===== src/design/uer_pkg.sv =====
`timescale 1ns / 1ps
// ----------------------------------------------------------------------------
// uer_pkg: shared types and constants for the ultrasonic echo ranging block
// phase and status codes, counter widths, scale factor and config layout
// ----------------------------------------------------------------------------
package uer_pkg;

  // tick counters
  localparam int unsigned CountBits = 20;
  localparam logic [CountBits-1:0] CountMax = '1;

  // register and field widths
  localparam int unsigned TimeoutW = 20;
  localparam int unsigned MaxDistW = 10;
  localparam int unsigned DistW    = 17;
  localparam int unsigned StatusW  = 3;
  localparam int unsigned PhaseW   = 3;
  localparam int unsigned LimExtW  = (CountBits > TimeoutW) ? CountBits : TimeoutW;

  // configuration port
  localparam int unsigned CfgIdxW  = 1;
  localparam int unsigned CfgDataW = TimeoutW;
  localparam logic [CfgIdxW-1:0] CfgTimeout = 1'b0;
  localparam logic [CfgIdxW-1:0] CfgMaxDist = 1'b1;

  localparam logic [TimeoutW-1:0] TimeoutRst = TimeoutW'(30000);
  localparam logic [MaxDistW-1:0] MaxDistRst = MaxDistW'(400);

  // request function codes
  localparam logic FuncStart = 1'b0;
  localparam logic FuncTick  = 1'b1;

  // trigger pulse shape in ticks
  localparam int unsigned TrigLowTicks  = 2;
  localparam int unsigned TrigHighTicks = 10;

  // half the round-trip sound speed: 0.01715 cm/us, i.e. 1715/1000 hundredths per us
  localparam int unsigned ScaleNum   = 1715;
  localparam int unsigned ScaleDen   = 1000;
  localparam int unsigned ScaleWhole = ScaleNum / ScaleDen;
  localparam int unsigned ScaleFrac  = ScaleNum % ScaleDen;
  localparam int unsigned RemW       = $clog2(ScaleDen);
  localparam int unsigned HundredthsPerCm = 100;

  // running distance; ScaleWhole + 1 is at most 2, so one extra bit covers it
  localparam int unsigned AccW   = CountBits + 1;
  localparam int unsigned BoundW = 17;
  localparam int unsigned CmpW   = (AccW > BoundW) ? AccW : BoundW;

  typedef enum logic [PhaseW-1:0] {
    PhIdle     = 3'd0,
    PhTrigLow  = 3'd1,
    PhTrigHigh = 3'd2,
    PhWait     = 3'd3,
    PhMeasure  = 3'd4
  } phase_e;

  typedef enum logic [StatusW-1:0] {
    StNone    = 3'd0,
    StOk      = 3'd1,
    StNoEcho  = 3'd2,
    StTooLong = 3'd3,
    StRange   = 3'd4
  } status_e;

  typedef struct packed {
    logic [CountBits-1:0] lim;
    logic [MaxDistW-1:0]  max_dist;
  } cfg_t;

  typedef struct packed {
    logic                trigger;
    logic                busy;
    status_e             status;
    logic [DistW-1:0]    distance;
  } res_t;

endpackage


===== src/design/uer_core.sv =====
`timescale 1ns / 1ps
// ----------------------------------------------------------------------------
// uer_core: ranging sequencer
// trigger pulse, echo wait, echo width count with running distance, result
// ----------------------------------------------------------------------------
module uer_core (
  input  logic          clk_i,
  input  logic          rst_ni,
  input  logic          step_i,
  input  logic          func_i,
  input  logic          echo_i,
  input  uer_pkg::cfg_t cfg_i,
  output uer_pkg::res_t res_o
);
  import uer_pkg::*;

  phase_e               phase_q, phase_d;
  logic [CountBits-1:0] ticks_q, ticks_d;
  logic [CountBits-1:0] width_q, width_d;
  logic [AccW-1:0]      acc_q, acc_d;
  logic [RemW-1:0]      rem_q, rem_d;

  logic [CountBits-1:0] ticks_inc;
  logic [CountBits-1:0] ticks_sat;
  logic [RemW:0]        rem_sum;
  logic                 carry;
  logic [RemW-1:0]      rem_next;
  logic [AccW-1:0]      acc_next;
  logic [BoundW-1:0]    bound;
  logic [CmpW-1:0]      acc_ext;
  logic                 over;
  status_e              status;
  logic [DistW-1:0]     distance;

  assign ticks_inc = ticks_q + 1'b1;
  assign ticks_sat = (ticks_q != CountMax) ? ticks_inc : ticks_q;

  // distance tracks width * 1715 / 1000 as whole part plus remainder
  assign rem_sum  = {1'b0, rem_q} + (RemW+1)'(ScaleFrac);
  assign carry    = (rem_sum >= (RemW+1)'(ScaleDen));
  assign rem_next = carry ? RemW'(rem_sum - (RemW+1)'(ScaleDen)) : rem_sum[RemW-1:0];
  assign acc_next = acc_q + AccW'(ScaleWhole) + AccW'(carry);

  // width*1715 >= max*100000 is the same as floor(width*1715/1000) >= max*100
  assign bound   = BoundW'(cfg_i.max_dist) * BoundW'(HundredthsPerCm);
  assign acc_ext = CmpW'(acc_q);
  assign over    = (acc_ext >= CmpW'(bound));

  always_comb begin
    phase_d  = phase_q;
    ticks_d  = ticks_q;
    width_d  = width_q;
    acc_d    = acc_q;
    rem_d    = rem_q;
    status   = StNone;
    distance = '0;

    if (step_i) begin
      if (func_i == FuncStart) begin
        if (phase_q == PhIdle) begin
          phase_d = PhTrigLow;
          ticks_d = '0;
          width_d = '0;
          acc_d   = '0;
          rem_d   = '0;
        end
      end else begin
        unique case (phase_q)
          PhIdle: begin
          end
          PhTrigLow: begin
            ticks_d = ticks_inc;
            if (ticks_inc >= CountBits'(TrigLowTicks)) begin
              phase_d = PhTrigHigh;
              ticks_d = '0;
            end
          end
          PhTrigHigh: begin
            ticks_d = ticks_inc;
            if (ticks_inc >= CountBits'(TrigHighTicks)) begin
              phase_d = PhWait;
              ticks_d = '0;
            end
          end
          PhWait: begin
            if (echo_i) begin
              if (cfg_i.lim == '0) begin
                status  = StTooLong;
                phase_d = PhIdle;
              end else begin
                // rising tick counts as width one
                width_d = CountBits'(1);
                acc_d   = AccW'(ScaleWhole);
                rem_d   = RemW'(ScaleFrac);
                phase_d = PhMeasure;
              end
            end else begin
              ticks_d = ticks_sat;
              if (ticks_sat >= cfg_i.lim) begin
                status  = StNoEcho;
                phase_d = PhIdle;
              end
            end
          end
          PhMeasure: begin
            if (echo_i) begin
              if (width_q >= cfg_i.lim) begin
                status  = StTooLong;
                phase_d = PhIdle;
              end else begin
                width_d = width_q + 1'b1;
                acc_d   = acc_next;
                rem_d   = rem_next;
              end
            end else begin
              if ((width_q == '0) || over) begin
                status = StRange;
              end else begin
                status   = StOk;
                distance = acc_ext[DistW-1:0];
              end
              phase_d = PhIdle;
            end
          end
          default: begin
            phase_d = PhIdle;
          end
        endcase
        if (phase_d == PhIdle) begin
          ticks_d = '0;
          width_d = '0;
          acc_d   = '0;
          rem_d   = '0;
        end
      end
    end
  end

  always_ff @(posedge clk_i or negedge rst_ni) begin
    if (!rst_ni) begin
      phase_q <= PhIdle;
      ticks_q <= '0;
      width_q <= '0;
      acc_q   <= '0;
      rem_q   <= '0;
    end else begin
      phase_q <= phase_d;
      ticks_q <= ticks_d;
      width_q <= width_d;
      acc_q   <= acc_d;
      rem_q   <= rem_d;
    end
  end

  assign res_o.trigger  = (phase_d == PhTrigHigh);
  assign res_o.busy     = (phase_d != PhIdle);
  assign res_o.status   = status;
  assign res_o.distance = distance;

endmodule


===== src/design/ultrasonic_echo_ranging_top.sv =====
`timescale 1ns / 1ps
// ----------------------------------------------------------------------------
// ultrasonic_echo_ranging_top: ultrasonic ranging controller
// start and microsecond-tick requests drive a trigger pulse, echo timing and
// a distance in hundredths of a cm with a status code per request
// ----------------------------------------------------------------------------
//
//  channel   direction  handshake               payload
//  in        input      in_valid_i/in_ready_o   func_i, echo_i
//  out       output     out_valid_o/out_ready_i trigger_o, busy_res_o, status_o,
//                                               distance_hundredths_cm_o
//  cfg       input      cfg_valid_i/cfg_ready_o cfg_index_i, cfg_data_i
//
// one request per cycle while out is not stalled; each result appears in the cycle after its request is
// taken, from a single result register fed by the sequencer's next-state logic
// reset clears the config registers to their defaults and the sequencer to idle
// while a result waits, a new request is still taken in the cycle the result
// is taken; only when out is stalled with a result held does in_ready_o drop
// cfg writes are always taken, as cfg_ready_o is tied high
//
module ultrasonic_echo_ranging_top (
  input  logic                            clk_i,
  input  logic                            rst_ni,
  // requests
  input  logic                            in_valid_i,
  output logic                            in_ready_o,
  input  logic                            func_i,
  input  logic                            echo_i,
  // results
  output logic                            out_valid_o,
  input  logic                            out_ready_i,
  output logic                            trigger_o,
  output logic                            busy_res_o,
  output logic [uer_pkg::StatusW-1:0]     status_o,
  output logic [uer_pkg::DistW-1:0]       distance_hundredths_cm_o,
  // configuration writes
  input  logic                            cfg_valid_i,
  output logic                            cfg_ready_o,
  input  logic [uer_pkg::CfgIdxW-1:0]     cfg_index_i,
  input  logic [uer_pkg::CfgDataW-1:0]    cfg_data_i
);
  import uer_pkg::*;

  logic [TimeoutW-1:0] timeout_q;
  logic [MaxDistW-1:0] max_dist_q;
  logic                out_valid_q, out_valid_d;
  res_t                res_q;
  res_t                res_d;
  cfg_t                cfg;
  logic                accept;
  logic [LimExtW-1:0]  timeout_ext;

  // config writes
  assign cfg_ready_o = 1'b1;

  always_ff @(posedge clk_i or negedge rst_ni) begin
    if (!rst_ni) begin
      timeout_q  <= TimeoutRst;
      max_dist_q <= MaxDistRst;
    end else if (cfg_valid_i) begin
      unique case (cfg_index_i)
        CfgTimeout: timeout_q  <= cfg_data_i[TimeoutW-1:0];
        CfgMaxDist: max_dist_q <= cfg_data_i[MaxDistW-1:0];
        default: begin
        end
      endcase
    end
  end

  // timeout capped at the tick counter's top value
  assign timeout_ext  = LimExtW'(timeout_q);
  assign cfg.lim      = (timeout_ext > LimExtW'(CountMax)) ? CountMax
                                                            : timeout_ext[CountBits-1:0];
  assign cfg.max_dist = max_dist_q;

  // handshake: the result register frees up in the cycle it is taken
  assign in_ready_o  = !out_valid_q || out_ready_i;
  assign accept      = in_valid_i && in_ready_o;
  assign out_valid_d = accept || (out_valid_q && !out_ready_i);

  uer_core u_core (
    .clk_i  (clk_i),
    .rst_ni (rst_ni),
    .step_i (accept),
    .func_i (func_i),
    .echo_i (echo_i),
    .cfg_i  (cfg),
    .res_o  (res_d)
  );

  always_ff @(posedge clk_i or negedge rst_ni) begin
    if (!rst_ni) begin
      out_valid_q <= 1'b0;
    end else begin
      out_valid_q <= out_valid_d;
    end
  end

  // result payload, loaded only with an accepted request
  always_ff @(posedge clk_i) begin
    if (accept) begin
      res_q <= res_d;
    end
  end

  assign out_valid_o              = out_valid_q;
  assign trigger_o                = res_q.trigger;
  assign busy_res_o               = res_q.busy;
  assign status_o                 = res_q.status;
  assign distance_hundredths_cm_o = res_q.distance;

endmodule


===== config.mk =====
export PLATFORM = sky130hd
export DESIGN_NAME = ultrasonic_echo_ranging_top
export DESIGN_NICKNAME = d
export VERILOG_FILES = /design/src/design/uer_pkg.sv /design/src/design/uer_core.sv /design/src/design/ultrasonic_echo_ranging_top.sv
export SDC_FILE = /design/constraint.sdc
export NUM_CORES = 1
export LEC_CHECK = 0
export ABC_CLOCK_PERIOD_IN_PS = 6850
export BUFFER_PORTS_ARGS = -buffer_cell sky130_fd_sc_hd__buf_2
export CAP_MARGIN = 20
export CORE_AREA = 5 5 208 109
export DETAILED_ROUTE_END_ITERATION = 7
export DIE_AREA = 0 0 213 114
export PLACE_DENSITY_LB_ADDON = 0.3
export SETUP_SLACK_MARGIN = 0.15
export SYNTH_ARGS = -nofsm -noshare
export SYNTH_HDL_FRONTEND = slang
export SYNTH_HIERARCHICAL = 1
export SYNTH_SLANG_ARGS = --single-unit

===== constraint.sdc =====
create_clock -name clk_i -period 6.85 [get_ports clk_i]
set_clock_uncertainty 0.1 [all_clocks]
set_input_delay 1.37 -clock clk_i [delete_from_list [all_inputs] [get_ports clk_i]]
set_output_delay 1.37 -clock clk_i [all_outputs]
set_load 0.005 [all_outputs]

; Word-level counts from Yosys, hierarchy flattened
; Cells that the tools add are included.
[totals]
regBits = 127
input_bits = 28
out_inout_bits = 25
elab_cells = 113
[op_classes]
addsub = 6
multipliers = 1
magnitude_cmp = 7
n_eq_ne = 13
mux = 53
bitwise_logic = 3
reduce_logical = 18
[ops]
columns = operator, n
row1 = two-way mux 20 bit, 14
row2 = two-way mux 21 bit, 7
row3 = two-way mux 10 bit, 8
row4 = case mux 20 bit (3 select lines), 1
row5 = two-way mux 3 bit, 15
row6 = case mux 21 bit (2 select lines), 1
row7 = "adder 20 x 1 -> 20 bit, second input constant", 2
row8 = >= comparator 20 bit, 2
row9 = zero test 20 bit, 2
row10 = case mux 20 bit (2 select lines), 1
row11 = adder 21 x 1 -> 21 bit, 1
row12 = "adder 21 x 1 -> 21 bit, second input constant", 1
row13 = >= comparator 21 x 17 -> 1 bit, 1
row14 = ">= comparator 20 x 2 -> 1 bit, second input constant", 1
row15 = ">= comparator 20 x 4 -> 1 bit, second input constant", 1
row16 = "> comparator 20 bit, second input constant", 1
row17 = "inequality test 20 bit, second input constant", 1
row18 = case mux 10 bit (2 select lines), 1
row19 = "multiplier 10 x 5 -> 15 bit, second input constant", 1
row20 = case mux 3 bit (5 select lines), 1
row21 = "inequality test 4 x 3 -> 1 bit, second input constant", 3
row22 = "adder 10 x 10 -> 11 bit, second input constant", 1
row23 = ">= comparator 11 x 10 -> 1 bit, second input constant", 1
row24 = "subtractor 10 bit, second input constant", 1
row25 = 19 further kinds, 32

; Depth between registers and ports, before layout
; Gate-level depths: netlist of run 1.
[depth]
depth_word = 11
depth_mapped = 22
ltp_nobuf = 20

; Hierarchy
; The synthesis of run 1 kept the hierarchy.
[by_module_without_submodules]
columns = module, n_inst, cells_per_inst, area_per_inst_um2, seq_area_each_um2
row1 = uer_core, 1, 930, 7523.5, 1851.8
row2 = ultrasonic_echo_ranging_top, 1, 112, 2009.4, 1448.9

; Worst setup path after synthesis of run 1
; Ideal clock, no wire load.
[synth_timing]
path_type = register to register
start = register max_dist_q[2]
end = register res_q (netlist bit distance_hundredths_cm_o[10]) (data pin)
setup_time_ns = 0.131
arrival_ns = 4.826
required_ns = 6.619
setup_slack_ns = 1.793
path_stages_with_launch = 21
path_buffers = 2
synth_period_minus_slack_ns = 5.057
cell_sequence = dfrtp_1 -> ha_1 -> ha_1 -> fa_1 -> ha_1 -> nor2b_1 -> o21ai_0 -> a21boi_0 -> o21ai_0 -> a21boi_0 -> o21ai_0 -> and4b_1 -> a211oi_1 -> ha_1 -> or4_1 -> a211o_1 -> nor4_1 -> and4_1 -> clkbuf_1 -> clkbuf_1 -> and2_1
[synth_via]
elab_chain_cells = 4
[synth_rtl]
columns = item, line_no
row1 = "start, declared", ultrasonic_echo_ranging_top.sv:45  ; logic [MaxDistW-1:0] max_dist_q;
row2 = "start signal, assigned", ultrasonic_echo_ranging_top.sv:59  ; max_dist_q <= MaxDistRst;
row3 = "start signal, assigned", ultrasonic_echo_ranging_top.sv:63  ; CfgMaxDist: max_dist_q <= cfg_data_i[MaxDistW-1:0];
row4 = multiplier 10 x 5 -> 15 bit, uer_core.sv:45  ; assign bound = BoundW'(cfg_i.max_dist) * BoundW'(HundredthsPerCm);
row5 = >= comparator 21 x 17 -> 1 bit, uer_core.sv:47  ; assign over = (acc_ext >= CmpW'(bound));
row6 = logical OR 1 bit, uer_core.sv:116  ; if ((width_q == '0) || over) begin
row7 = OR reduction 4 bit (no line), n/a
row8 = "end signal, assigned", ultrasonic_echo_ranging_top.sv:102  ; res_q <= res_d;
row9 = "end, declared", ultrasonic_echo_ranging_top.sv:47  ; res_t res_q;
; Every way passes these cells.
; A chain may end at the register's enable or synchronous reset.

; Final worst setup path of run 1
[layout_timing]
start = register u_core.ticks_q[0]
end = register u_core.ticks_q[0]
[layout_via]
elab_chain_cells = 11
word_cells_on_any_way = 23
cone_classes = 1 x add/sub / 3 x order compare / 3 x eq/ne / 14 x mux / 2 x reduce/logical
[layout_rtl]
columns = item, line_no
row1 = "start, declared", uer_core.sv:18  ; logic [CountBits-1:0] ticks_q, ticks_d;
row2 = "start signal, assigned", uer_core.sv:148  ; ticks_q <= ticks_d;
row3 = adder 20 x 1 -> 20 bit or inequality test 20 bit (tied branches), "uer_core.sv:35, uer_core.sv:36"
row4 = two-way mux 20 bit, uer_core.sv:36  ; assign ticks_sat = (ticks_q != CountMax) ? ticks_inc : ticks_q;
row5 = >= comparator 20 bit, uer_core.sv:99  ; if (ticks_sat >= cfg_i.lim) begin
row6 = two-way mux 3 bit, uer_core.sv:99
row7 = two-way mux 3 bit, uer_core.sv:86  ; if (echo_i) begin
row8 = case mux 3 bit (5 select lines), uer_core.sv:68  ; unique case (phase_q)
row9 = two-way mux 3 bit, uer_core.sv:59  ; if (func_i == FuncStart) begin
row10 = two-way mux 3 bit, uer_core.sv:58  ; if (step_i) begin
row11 = zero test 3 bit, uer_core.sv:129  ; if (phase_d == PhIdle) begin
row12 = inequality test 5 x 1 -> 1 bit (no line) (tied with other cells), n/a
row13 = AND reduction 4 bit (no line) or two-way mux 20 bit (tied branches), n/a
; Several ways; a longest one is shown, not always the timed one. The select of a mux whose other input is x is not followed.

==> metrics.md, run 1 <==
| Metric | Value |
|---|---|
| Status | `complete, no violations` |
| Vert. Die Dim | `around 110 um` |
| Hold endpoint | `u_core/acc_ext[20]` |
| Mapped Nets | `roughly 1200` |
| Layout cells sized above 1 | `between 10% and 20%` |
| Leakage power | `around 0.0049 uW` |
| Fmax | `0.181 GHz` |
| Clock root buffer | `clkbuf_16` |
| Total core area | `0.0210 mm^2` |
| Post-synthesis to final-layout area growth | `10.3%` |
| Max-slew headroom at the worst pin | `36.2%` |
| Average instance area after synthesis | `9.15 um^2` |
| CTS max path bufs | `2` |
| Total clock buffers created by CTS | `17` |
| Clock period minus worst slack | `approximately 5500 ps` |
| Initial standard-cell utilization of the core | `a little under half` |
| Die Footprint | `~0.024 mm^2` |
| Slew Limit Fails | `0` |
| Register share of total power | `about a third` |
| Relative contribution of the clock network to total power | `around 28%` |
| Number of failing setup endpoints in the final timing report | `0` |
| Pin count of the biggest net entering global routing | `67` |
| Insertion delay to the later sink of the worst-skew pair | `between 400 and 500 ps` |
| Count of state elements after synthesis | `between 100 and 150` |
| Biggest fanout along the worst timing path | `10` |
| Measured slew at the worst slew-check pin | `between 900 and 1000 ps` |
| First-pass GRT wire length | `about 42 mm` |
| Number of iterations in the first detailed-routing pass | `5` |
| Crit-path cells | `ha_1 > nand3_4 > nor4_4 > nand3_2 > xor2_1 > nand2_1 > ha_1 > nand4_1 > or4_1 > o211ai_1 > o211ai_1 > a22oi_1 > o21ai_0 > a22o_1` |
| Total congestion overflow | `0` |
| Origin of the critical flop-to-flop path | `u_core/ticks_q[0]` |
| X dimension of the die | `around 210 um` |
| Clock-pin slew of the registers on the worst-case setup and hold paths | `approximately 60 ps` |
| Portion of the clock cycle consumed by the worst path in the final layout | `80.8%` |
| Final Hold Vio Count | `0` |
| Count of instances resized after the clock tree is built | `0` |
| Number of enable-type register cells in the synthesized netlist | `22` |
| Initial antenna violation count | `0` |
| Detailed placement HPWL | `19.4 mm` |
| Fraction of the mapped netlist area in compound gates | `a little under a fifth` |
| Required time reported for the critical path endpoint | `just over 7000 ps` |
| Share of the yosys chip area belonging to registers | `roughly 35%` |
| Dominant combinational cell family by area after synthesis | `simple AND/OR/NAND/NOR gates` |
| Combinational share of power | `a little over 40%` |
| Unrepaired setup endpoints after global routing | `false` |
| Combined area of all synthesized cells | `between 0.009 and 0.01 mm^2` |
| ANT nets after route | `0` |
| Clk sink count | `~130` |
| Final-stage net count | `~1200` |
| Inserted Diodes | `0` |
| Startpoint-to-endpoint class of the critical path | `flop to flop` |
| Synthesized netlist cell count | `1042` |
| CTS tree | `done` |
| Worst reg-to-reg setup slack | `1310 ps` |
| Ratio of routed vias to standard cells | `about 6` |
| Share of the synthesized netlist area taken by xor and xnor gates | `roughly 3.1%` |
| Quantity of hold-fixing buffers added after cts | `0` |
| Share of flip-flops with an asynchronous set or reset | `between 80 and 90%` |
| Total length of routed wires | `26.1 mm` |
| Setup repair bufs after CTS | `0` |
| Internal Power | `~1900 uW` |
| Total negative setup slack | `0 ps` |
| Htree depth | `4` |
| Worst ir drop on vdd | `approximately 0.0002 V` |
| Top-level port count | `53` |
| Adder-cell share of the synthesized area | `~14%` |
| DRC viols | `0` |
| Most common cell after layout, fill and taps aside | `ha_1` |
| Switch share | `40.5%` |
| Max Cap Violations | `0` |
| Overall Power | `about 3200 uW` |
| Hold path cells | `1` |
| Starting DRT DRC Count | `between 1000 and 1500` |
| Last weighted congestion value of the routability-driven placer | `approximately 0.90` |
| Switching component of the power | `1300 uW` |
| Path type of the worst min-delay path | `flop to flop` |
| Endpoint kind of the worst setup timing path | `flop` |
| Wire per inst | `19.4 um` |
| Master of the slowest instance on the critical path | `a22oi_1` |
| Via count of the first global-routing pass | `between 7000 and 8000` |
| Longest individual stage delay on the worst path | `780 ps` |
| Pwr Density | `slightly above 300 mW/mm^2` |
| Worst Reg-to-Reg Cells | `14` |
| Global router's overall resource usage | `22.3%` |
| Port Buffer Count | `a little over 50` |
| YS warnings | `6` |
| Worst-case hold slack | `around 400 ps` |
| Startpoint type of the worst setup path | `flop` |
| Synth Area in Simple Gates | `19.6%` |
| Most frequent cells in the layout | `98 x ha_1, 95 x dfrtp_1, 95 x o21ai_0, 90 x nand2_1, 66 x inv_1` |
| Reg-to-Reg End | `u_core/ticks_q[0]` |
| Row Count | `38` |
| Top flip-flop cell by instance count after synthesis | `dfrtp_1` |
| DR vias | `slightly above 8000` |
| Hold Startpoint | `u_core/acc_ext[20]` |
| Mux share of post-synthesis cell area | `4.55%` |
| Number of distinct standard cells referenced by the synthesized netlist | `85` |
| WP data arrival | `approximately 5800 ps` |
==> flip-flops by register name, indices dropped and copies added (netlist names), 3 cells and up <==
name and flops:
u_core/acc_ext 21, u_core/ticks_q 20, u_core/width_q 20, u_core/phase_q 3, status_o 3, timeout_ext 20
u_core/rem_q 10, distance_hundredths_cm_o 17, max_dist_q 10
==> cell usage after synthesis, types with 6 or more instances <==
library cell  number  area (um^2)
a21o_1            11         82.6
nand3_1           35          175
inv_1             66          248
nand4_1           13         81.3
mux2_2            11          124
and3_1            20          125
o41ai_1           13          114
and4_1             8         70.1
nor3_1            21          105
buf_2              9         45.0
nand2b_1           9         56.3
xor2_1            11         96.3
o211ai_1           8         60.1
nor4_1            19          119
or3_1              6         37.5
a211o_1            7         61.3
a31oi_1           12         75.1
nor2b_1            7         43.8
dfrtp_1           95         2380
o21ai_0           95          475
nand2_1           90          338
nor2_1            64          240
clkbuf_1          51          191
xnor2_1           19          166
ha_1              98         1230
o31ai_1            9         67.6
edfxtp_1          22          661
and2_1            29          181
o21a_1             6         45.0
a21oi_1           38          190
a22o_1            11         96.3
mux2_4            20          300
dfstp_2           10          263
==> routing by layer <==
layer	vias to the layer above	wire length, um	global-route usage [%]
li1	3814	-	-
met1	3857	13700	37.5
met2	399	9230	26.3
met3	25	2990	7.31
met4	0	193	4.52
met5	-	0	0
==> worst max-delay path, delay by kind of cell (launching register included) <==
| family | cells | cell delay (ps) |
|---|---|---|
| fa+ha+maj | 2 | 720 |
| compound gates | 5 | 2000 |
| flops | 1 | 540 |
| xor+xnor | 1 | 220 |
| simple gates | 6 | 1840 |
==> worst max path at each step <==
| stage | start | endpoint | slack [ps] | cells after the start |
|---|---|---|---|---|
| 6_report | u_core/ticks_q[0] | u_core/ticks_q[0] | 1310 | 14 |
| 5_1_grt | max_dist_q[3] | distance_hundredths_cm_o[1] | 880 | 18 |
| 4_1_cts | max_dist_q[3] | distance_hundredths_cm_o[0] | 1330 | 18 |
| 3_5_place_dp | max_dist_q[2] | distance_hundredths_cm_o[0] | 1360 | 18 |
| 3_3_place_gp | max_dist_q[2] | distance_hundredths_cm_o[0] | 1600 | 18 |
| 2_1_floorplan | max_dist_q[2] | distance_hundredths_cm_o[10] | 1790 | 20 |
==> layout make-up <==
class	instances	area (um^2)
clock inverters	11	108
flip-flops and latches	127	3300
repair buffers	60	325
multi-input cells	782	5700
clock buffers	21	470
fillers	1946	10500
inverters	67	251
well taps	280	350
==> logic make-up after synthesis <==
kind of cell               Yosys count
buffers and inverters              133
and+or+nand+nor                    351
xor gates and xnor gates            32
AOI/OAI and AO/OA                  263
DFF                                127
muxes                               32
other                                1
adders and majority gates          103
==> through the flow <==
step	util, %	setup WS (ps)	cells	cell area, um^2
global placement	47.4	1600	1316	9930
floorplan	-	1790	1042	9530
finish	50.1	1310	1348	10500
detailed placement	47.4	1360	1316	9930
global route	50.1	875	1348	10500
CTS	50.1	1330	1348	10500
==> power by group through the flow <==
stage,sequential (uW),combinational [uW],clock [uW]
floorplan,936,977,0
global placement,1010,1230,0
detailed placement,1020,1260,0
CTS,1010,1270,914
global route,1030,1440,948
finish,1010,1300,897
No activity file was read; power rests on OpenSTA's default activity.
==> inputs of run 2 (changes only) <==
ABC_CLOCK_PERIOD_IN_PS = 4490   (was 6850)
clock period = 4.49 ns   (was 6.85 ns; I/O delays follow)
==> run 2 against run 1 <==
Net effect: the flow now finishes with violations (negative setup slack); non-clock buffer count increased by 79; critical path depth increased by 7; routed wire length increased by 6.3%; register-to-register slack got worse by 1500 ps; first-iteration DRC count decreased by 10%; combinational power increased by 99%; highest routed layer unchanged.
==> metrics.md, run 2 (synthesis gave the netlist of run 1 again) <==
| Metric | Value |
|---|---|
| Fmax | `0.212 GHz (+18%)` |
| Total clock buffers created by CTS | `17 (unchanged)` |
| Clock-pin slew of the registers on the worst-case setup and hold paths | `60 ps (about the same)` |
| Vert. Die Dim | `114 um (unchanged)` |
| Total congestion overflow | `0 (unchanged)` |
| Startpoint type of the worst setup path | `flop` |
| Portion of the clock cycle consumed by the worst path in the final layout | `105% (+24 points)` |
| CTS max path bufs | `2 (unchanged)` |
| Total core area | `0.0210 mm^2 (unchanged)` |
| DR vias | `8383 (+3.6%)` |
| WP data arrival | `4890 ps (-860 ps)` |
| Endpoint kind of the worst setup timing path | `flop` |
| Inserted Diodes | `0 (unchanged)` |
| Worst-case setup margin in the final layout | `-216 ps (-1530 ps)` |
| Global Route met3 Usage | `8.13% (+0.82 points)` |
| Pin count of the biggest net entering global routing | `84 (+25%)` |
| ANT nets after route | `0 (unchanged)` |
| Final Hold Vio Count | `0 (unchanged)` |
| CTS tree | `done` |
| Startpoint-to-endpoint class of the critical path | `flop to flop` |
| Top-level port count | `53 (unchanged)` |
| Ratio of routed vias to standard cells | `5.87 (-2.2%)` |
| GRT busiest layer | `met1` |
| Placed instance count | `1374 (+4.4%)` |
| Number of iterations in the first detailed-routing pass | `5 (unchanged)` |
| Worst Reg-to-Reg Cells | `21 (+7)` |
| Htree depth | `4 (unchanged)` |
| Last weighted congestion value of the routability-driven placer | `0.915 (+1.4%)` |
| Largest register FFs | `21 (unchanged)` |
| Global router's overall resource usage | `22.9% (+0.65 points)` |
| Unrepaired setup endpoints after global routing | `true` |
| Initial standard-cell utilization of the core | `45.5% (unchanged)` |
| Die Footprint | `0.0243 mm^2 (unchanged)` |
| Met1 track demand over resource | `38.3% (+0.81 points)` |
| Quantity of hold-fixing buffers added after cts | `0 (unchanged)` |
| Initial antenna violation count | `0 (unchanged)` |
| Core occupancy in the finished layout | `55.0% (+4.9 points)` |
| Non-filler instance count after layout | `1427 (+5.9%)` |
| Measured slew at the worst slew-check pin | `965 ps (+8.16 ps)` |
| Max Cap Violations | `0 (unchanged)` |
| Cell area after placement | `0.0105 mm^2 (+5.5%)` |
| Overall Power | `5430 uW (+69%)` |
| Clock root buffer | `clkbuf_16` |
| Most frequent cells in the layout | `91 x dfrtp_1, 90 x nand2_1, 89 x o21ai_0, 83 x ha_1, 82 x buf_4` |
| First-pass GRT wire length | `43.9 mm (+3.4%)` |
| Worst ir drop on vdd | `0.000273 V (+40%)` |
| Most common cell after layout, fill and taps aside | `dfrtp_1` |
| Failing checks | `negative setup slack` |
| Clk sink count | `127 (unchanged)` |
| Total length of routed wires | `27.8 mm (+6.3%)` |
| Max-slew headroom at the worst pin | `35.7% (-0.54 points)` |
| Starting DRT DRC Count | `964 (-10%)` |
| Final design instance area without fill | `0.0115 mm^2 (+9.8%)` |
| Met2 track demand over resource | `27.8% (+1.5 points)` |
| Detailed placement HPWL | `20.3 mm (+4.2%)` |
| Insertion delay to the later sink of the worst-skew pair | `410 ps (-20 ps)` |
| Number of failing setup endpoints in the final timing report | `18 (+18)` |
| Wire per inst | `19.5 um (+0.38%)` |
| Biggest fanout along the worst timing path | `9 (-1)` |
| Leakage power | `0.00532 uW (+8.9%)` |
| Row Count | `38 (unchanged)` |
| Via count of the first global-routing pass | `7705 (+2.6%)` |
| Layout cells sized above 1 | `26.2% (+11 points)` |
| Status | `complete, but fails checks` |
| Clock period minus worst slack | `4710 ps (-830 ps)` |
| X dimension of the die | `213 um (unchanged)` |
| Required time reported for the critical path endpoint | `4670 ps (-2400 ps)` |
| Slew Limit Fails | `0 (unchanged)` |
| Pwr Density | `471 mW/mm^2 (+54%)` |
| Final-stage net count | `1265 (+6.7%)` |
| Post-synthesis to final-layout area growth | `21.0%` |
| Port Buffer Count | `51 (unchanged)` |
| Path type of the worst min-delay path | `input port to asynchronous set/reset pin` |
| DRC viols | `0 (unchanged)` |
==> run 2: cell count changes in the layout (fill, tap and decap cells not counted), moves of 4 or more <==
cell	change
a21oi_1	-4
a21oi_2	+4
and2_1	-4
and2_4	+4
buf_12	+5
buf_4	+72
dfrtp_1	-4
dfrtp_2	+4
ha_1	-15
ha_4	+13
inv_1	-7
inv_2	+7
o21ai_0	-6
==> run 2: final timing paths <==
| kind | slack, ps | endpoint | from |
|---|---|---|---|
| setup reg to reg | -220 | distance_hundredths_cm_o[2] | max_dist_q[4] |
| hold reg to reg | 410 | u_core/acc_ext[20] | u_core/acc_ext[20] |
| setup / recovery | -220 | distance_hundredths_cm_o[2] | max_dist_q[4] |
| min in group clk_i | 410 | u_core/acc_ext[20] | u_core/acc_ext[20] |
| hold / removal | 280 | out_valid_o | rst_ni |
| max in group asynchronous | 3200 | timeout_ext[12] | rst_ni |
==> run 2: critical path, stage by stage, from the launching register on <==
cell and delay (ps):
dfstp_2 590, ha_4 220, ha_4 260, inv_2 30
fa_1 510, inv_2 50, ha_4 280, o21ai_4 60
a21boi_2 170, o21ai_2 100, a21boi_2 120, o21ai_1 90
and4b_1 220, a211oi_2 180, ha_2 310, nand4_1 140
nor2_2 50, a211o_1 320, nor4_4 160, and4_4 340
buf_12 140, and2_1 130
==> run 2: per-layer routing <==
metal  wire (um)  share of wire (%)
met5           0                  0
met4          87               0.31
met2       10100                 36
met1       14400                 52
met3        3220                 12
==> run 2: power breakdown <==
part / switching, uW / leakage, uW / internal, uW / total, uW
clock network: 554 / 0.000259 / 765 / 1320
logic: 1430 / 0.00349 / 1170 / 2590
registers: 201 / 0.00157 / 1320 / 1520
==> run 2: final cells by class <==
type	instances	area, um^2
Fill cell	1849	9430
Multi-Input combinational cell	782	6070
Sequential cell	127	3310
Timing Repair Buffer	139	1010
Clock buffer	20	437
Tap cell	280	350
Inverter	67	251
Clock inverter	12	114
==> run 2: repair_timing <==
action | in CTS | in global routing
setup buffers | 11 | 8
endpoints found under the setup margin | 32 | 84
pin swaps | 7 | 4
hold endpoints to repair | 0 | 0
cloned | 1 | 0
resized for setup | 33 | 34
==> run 2: metrics by stage <==
stage	TNS, ps	worst slack, ps	hold WS, ps
detailed placement	-4330	-266	385
CTS	-2930	-191	278
finish	-3400	-216	281
floorplan	0	39.6	346
global placement	-2390	-147	389
global route	-7320	-424	292
==> inputs of run 3 (changes only) <==
RECOVER_POWER = 50   (was unset)
==> run 3 against run 2 <==
Net effect: the flow finishes with violations (max-capacitance violations, max-slew violations, negative setup slack); critical endpoint unchanged; clock power barely moved; sequential share of layout area rose by 0.056 points; highest routed layer unchanged; design area fell by 0.20%.
==> metrics.md, run 3 (synthesis gave the netlist of run 1 again) <==
| Metric | Value |
|---|---|
| Status | `complete, but fails checks` |
| Failing checks | `max-capacitance violations, max-slew violations, negative setup slack` |
| Row Count | `38 (unchanged)` |
| Leakage power | `0.00530 uW (-0.24%)` |
| Die Footprint | `0.0243 mm^2 (unchanged)` |
| Clk sink count | `127 (unchanged)` |
| Number of iterations in the first detailed-routing pass | `5 (unchanged)` |
| DRC viols | `0 (unchanged)` |
| Path type of the worst min-delay path | `flop to flop` |
| Max Cap Violations | `1 (+1)` |
| Count of fill cells added during filler insertion | `1852 (+0.16%)` |
| Max-slew headroom at the worst pin | `-40.0% (-76 points)` |
| Clock root buffer | `clkbuf_16` |
| Worst slack at placement | `-266 ps (unchanged)` |
| Total length of routed wires | `27.8 mm (about the same)` |
| Clock-pin slew of the registers on the worst-case setup and hold paths | `60 ps (about the same)` |
| First-pass GRT wire length | `43.9 mm (unchanged)` |
| Global router's overall resource usage | `22.9% (unchanged)` |
| DR vias | `8422 (+0.47%)` |
| CTS tree | `done` |
| Inserted Diodes | `0 (unchanged)` |
| Number of failing setup endpoints in the final timing report | `18 (unchanged)` |
| Worst-case setup margin in the final layout | `-213 ps (+3.16 ps)` |
| Ratio of routed vias to standard cells | `5.90 (+0.47%)` |
| GRT busiest layer | `met1` |
| Vert. Die Dim | `114 um (unchanged)` |
| CTS max path bufs | `2 (unchanged)` |
| Required time reported for the critical path endpoint | `4670 ps (about the same)` |
| Last weighted congestion value of the routability-driven placer | `0.915 (unchanged)` |
| WP data arrival | `4890 ps (about the same)` |
| Cell area after placement | `0.0105 mm^2 (unchanged)` |
| Htree depth | `4 (unchanged)` |
| Critical path startpoint | `max_dist_q[4]` |
| Initial standard-cell utilization of the core | `45.5% (unchanged)` |
| ANT nets after route | `0 (unchanged)` |
| Pwr Density | `472 mW/mm^2 (+0.22%)` |
| Top-level port count | `53 (unchanged)` |
| Fmax | `0.213 GHz (about the same)` |
| X dimension of the die | `213 um (unchanged)` |
| Worst-case hold slack | `403 ps (+122 ps)` |
| Detailed placement HPWL | `20.3 mm (unchanged)` |
| Measured slew at the worst slew-check pin | `2100 ps (+1140 ps)` |
| Via count of the first global-routing pass | `7705 (unchanged)` |
| Clock period minus worst slack | `4700 ps (-3.16 ps)` |
| Most frequent cells in the layout | `91 x nand2_1, 91 x dfrtp_1, 89 x o21ai_0, 83 x ha_1, 81 x buf_4` |
| Unrepaired setup endpoints after global routing | `true` |
| Port Buffer Count | `51 (unchanged)` |
| Initial antenna violation count | `0 (unchanged)` |
| Insertion delay to the later sink of the worst-skew pair | `420 ps (about the same)` |
| Portion of the clock cycle consumed by the worst path in the final layout | `105% (about the same)` |
| Endpoint kind of the worst setup timing path | `flop` |
| Largest register FFs | `21 (unchanged)` |
| Startpoint type of the worst setup path | `flop` |
| Slew Limit Fails | `84 (+84)` |
| Biggest fanout along the worst timing path | `9 (unchanged)` |
| Pin count of the biggest net entering global routing | `84 (unchanged)` |
| Hold Startpoint | `u_core/acc_ext[20]` |
| Worst ir drop on vdd | `0.000274 V (+0.43%)` |
| Layout cells sized above 1 | `25.9% (-0.26 points)` |
| Starting DRT DRC Count | `998 (+3.5%)` |
| Total core area | `0.0210 mm^2 (unchanged)` |
| Origin of the critical flop-to-flop path | `max_dist_q[4]` |
| Final design instance area without fill | `0.0115 mm^2 (-0.20%)` |
| Global Route met3 Usage | `8.13% (unchanged)` |
| Met1 track demand over resource | `38.3% (unchanged)` |
| Total congestion overflow | `0 (unchanged)` |
| Final-stage net count | `1265 (unchanged)` |
| Final Hold Vio Count | `0 (unchanged)` |
| Wire per inst | `19.5 um (about the same)` |
| Startpoint-to-endpoint class of the critical path | `flop to flop` |
| Quantity of hold-fixing buffers added after cts | `0 (unchanged)` |
| Post-synthesis to final-layout area growth | `20.8%` |
| Total clock buffers created by CTS | `17 (unchanged)` |
| Met2 track demand over resource | `27.8% (unchanged)` |
run 3: changes by cell type in the layout (fill, tap and decap cells not counted), sizes merged:
cell | before | now
buf | 139 | 136
clkbuf | 20 | 23
run 3: metal layers:
metal / wire, um / vias up / share of wire, %
li1: - / 3979 / -
met1: 14300 / 4019 / 52
met2: 10100 / 408 / 36
met3: 3310 / 16 / 12
met4: 93 / 0 / 0.33
met5: 0 / - / 0
run 3: path summary, 6_finish.rpt:
kind	slack (ps)	end	cells past startpoint
worst min-delay path	400	u_core/acc_ext[20]	1
worst max-delay path	-210	distance_hundredths_cm_o[2]	21
min in group asynchronous	660	out_valid_o	1
max in group asynchronous	750	max_dist_q[3]	2
worst min register to register	400	u_core/acc_ext[20]	1
worst max register to register	-210	distance_hundredths_cm_o[2]	21
run 3: critical path, cell delays in order (launching register included):
cell,delay [ps]
dfstp_2,590
ha_4,220
ha_4,260
inv_2,30
fa_1,510
inv_2,50
ha_4,280
o21ai_4,60
a21boi_2,170
o21ai_2,100
a21boi_2,120
o21ai_1,90
and4b_1,220
a211oi_2,180
ha_2,310
nand4_1,140
nor2_2,50
a211o_1,320
nor4_4,160
and4_4,340
buf_12,140
and2_1,130
run 3: layout make-up:
class | count | area, um^2 | area share [%]
timing repair buffer | 139 | 988 | 8.59
inverter | 67 | 251 | 2.18
multi-input combinational | 782 | 6070 | 52.7
tap | 280 | 350 | 3.04
sequential | 127 | 3310 | 28.7
clock inverter | 12 | 114 | 0.989
clock buffer | 20 | 437 | 3.79
run 3: stage by stage:
step / power [uW] / utilization (%) / TNS [ps] / std cells
after floorplan: 2960 / - / 0 / 1042
after global placement: 3660 / 50.0 / -2390 / 1374
after detailed placement: 3700 / 50.0 / -4330 / 1374
after CTS: 5230 / 53.8 / -2930 / 1418
after global routing: 5770 / 54.9 / -7360 / 1427
final: 5430 / 54.9 / -3350 / 1427
run 3: power by group:
| group | leakage (uW) | total, uW | internal, uW | switching, uW |
|---|---|---|---|---|
| clock network | 0.000259 | 1320 | 765 | 555 |
| registers | 0.00157 | 1520 | 1320 | 201 |
| logic | 0.00348 | 2590 | 1160 | 1430 |
| total | 0.00530 | 5430 | 3250 | 2180 |
run 3: what timing repair did:
item | 4_1_cts | 5_1_grt
pin swaps | 7 | 4
hold endpoints to repair | 0 | 0
gates cloned | 1 | 0
gates resized for setup | 33 | 34
setup endpoints to repair | 32 | 84
setup buffers | 11 | 8
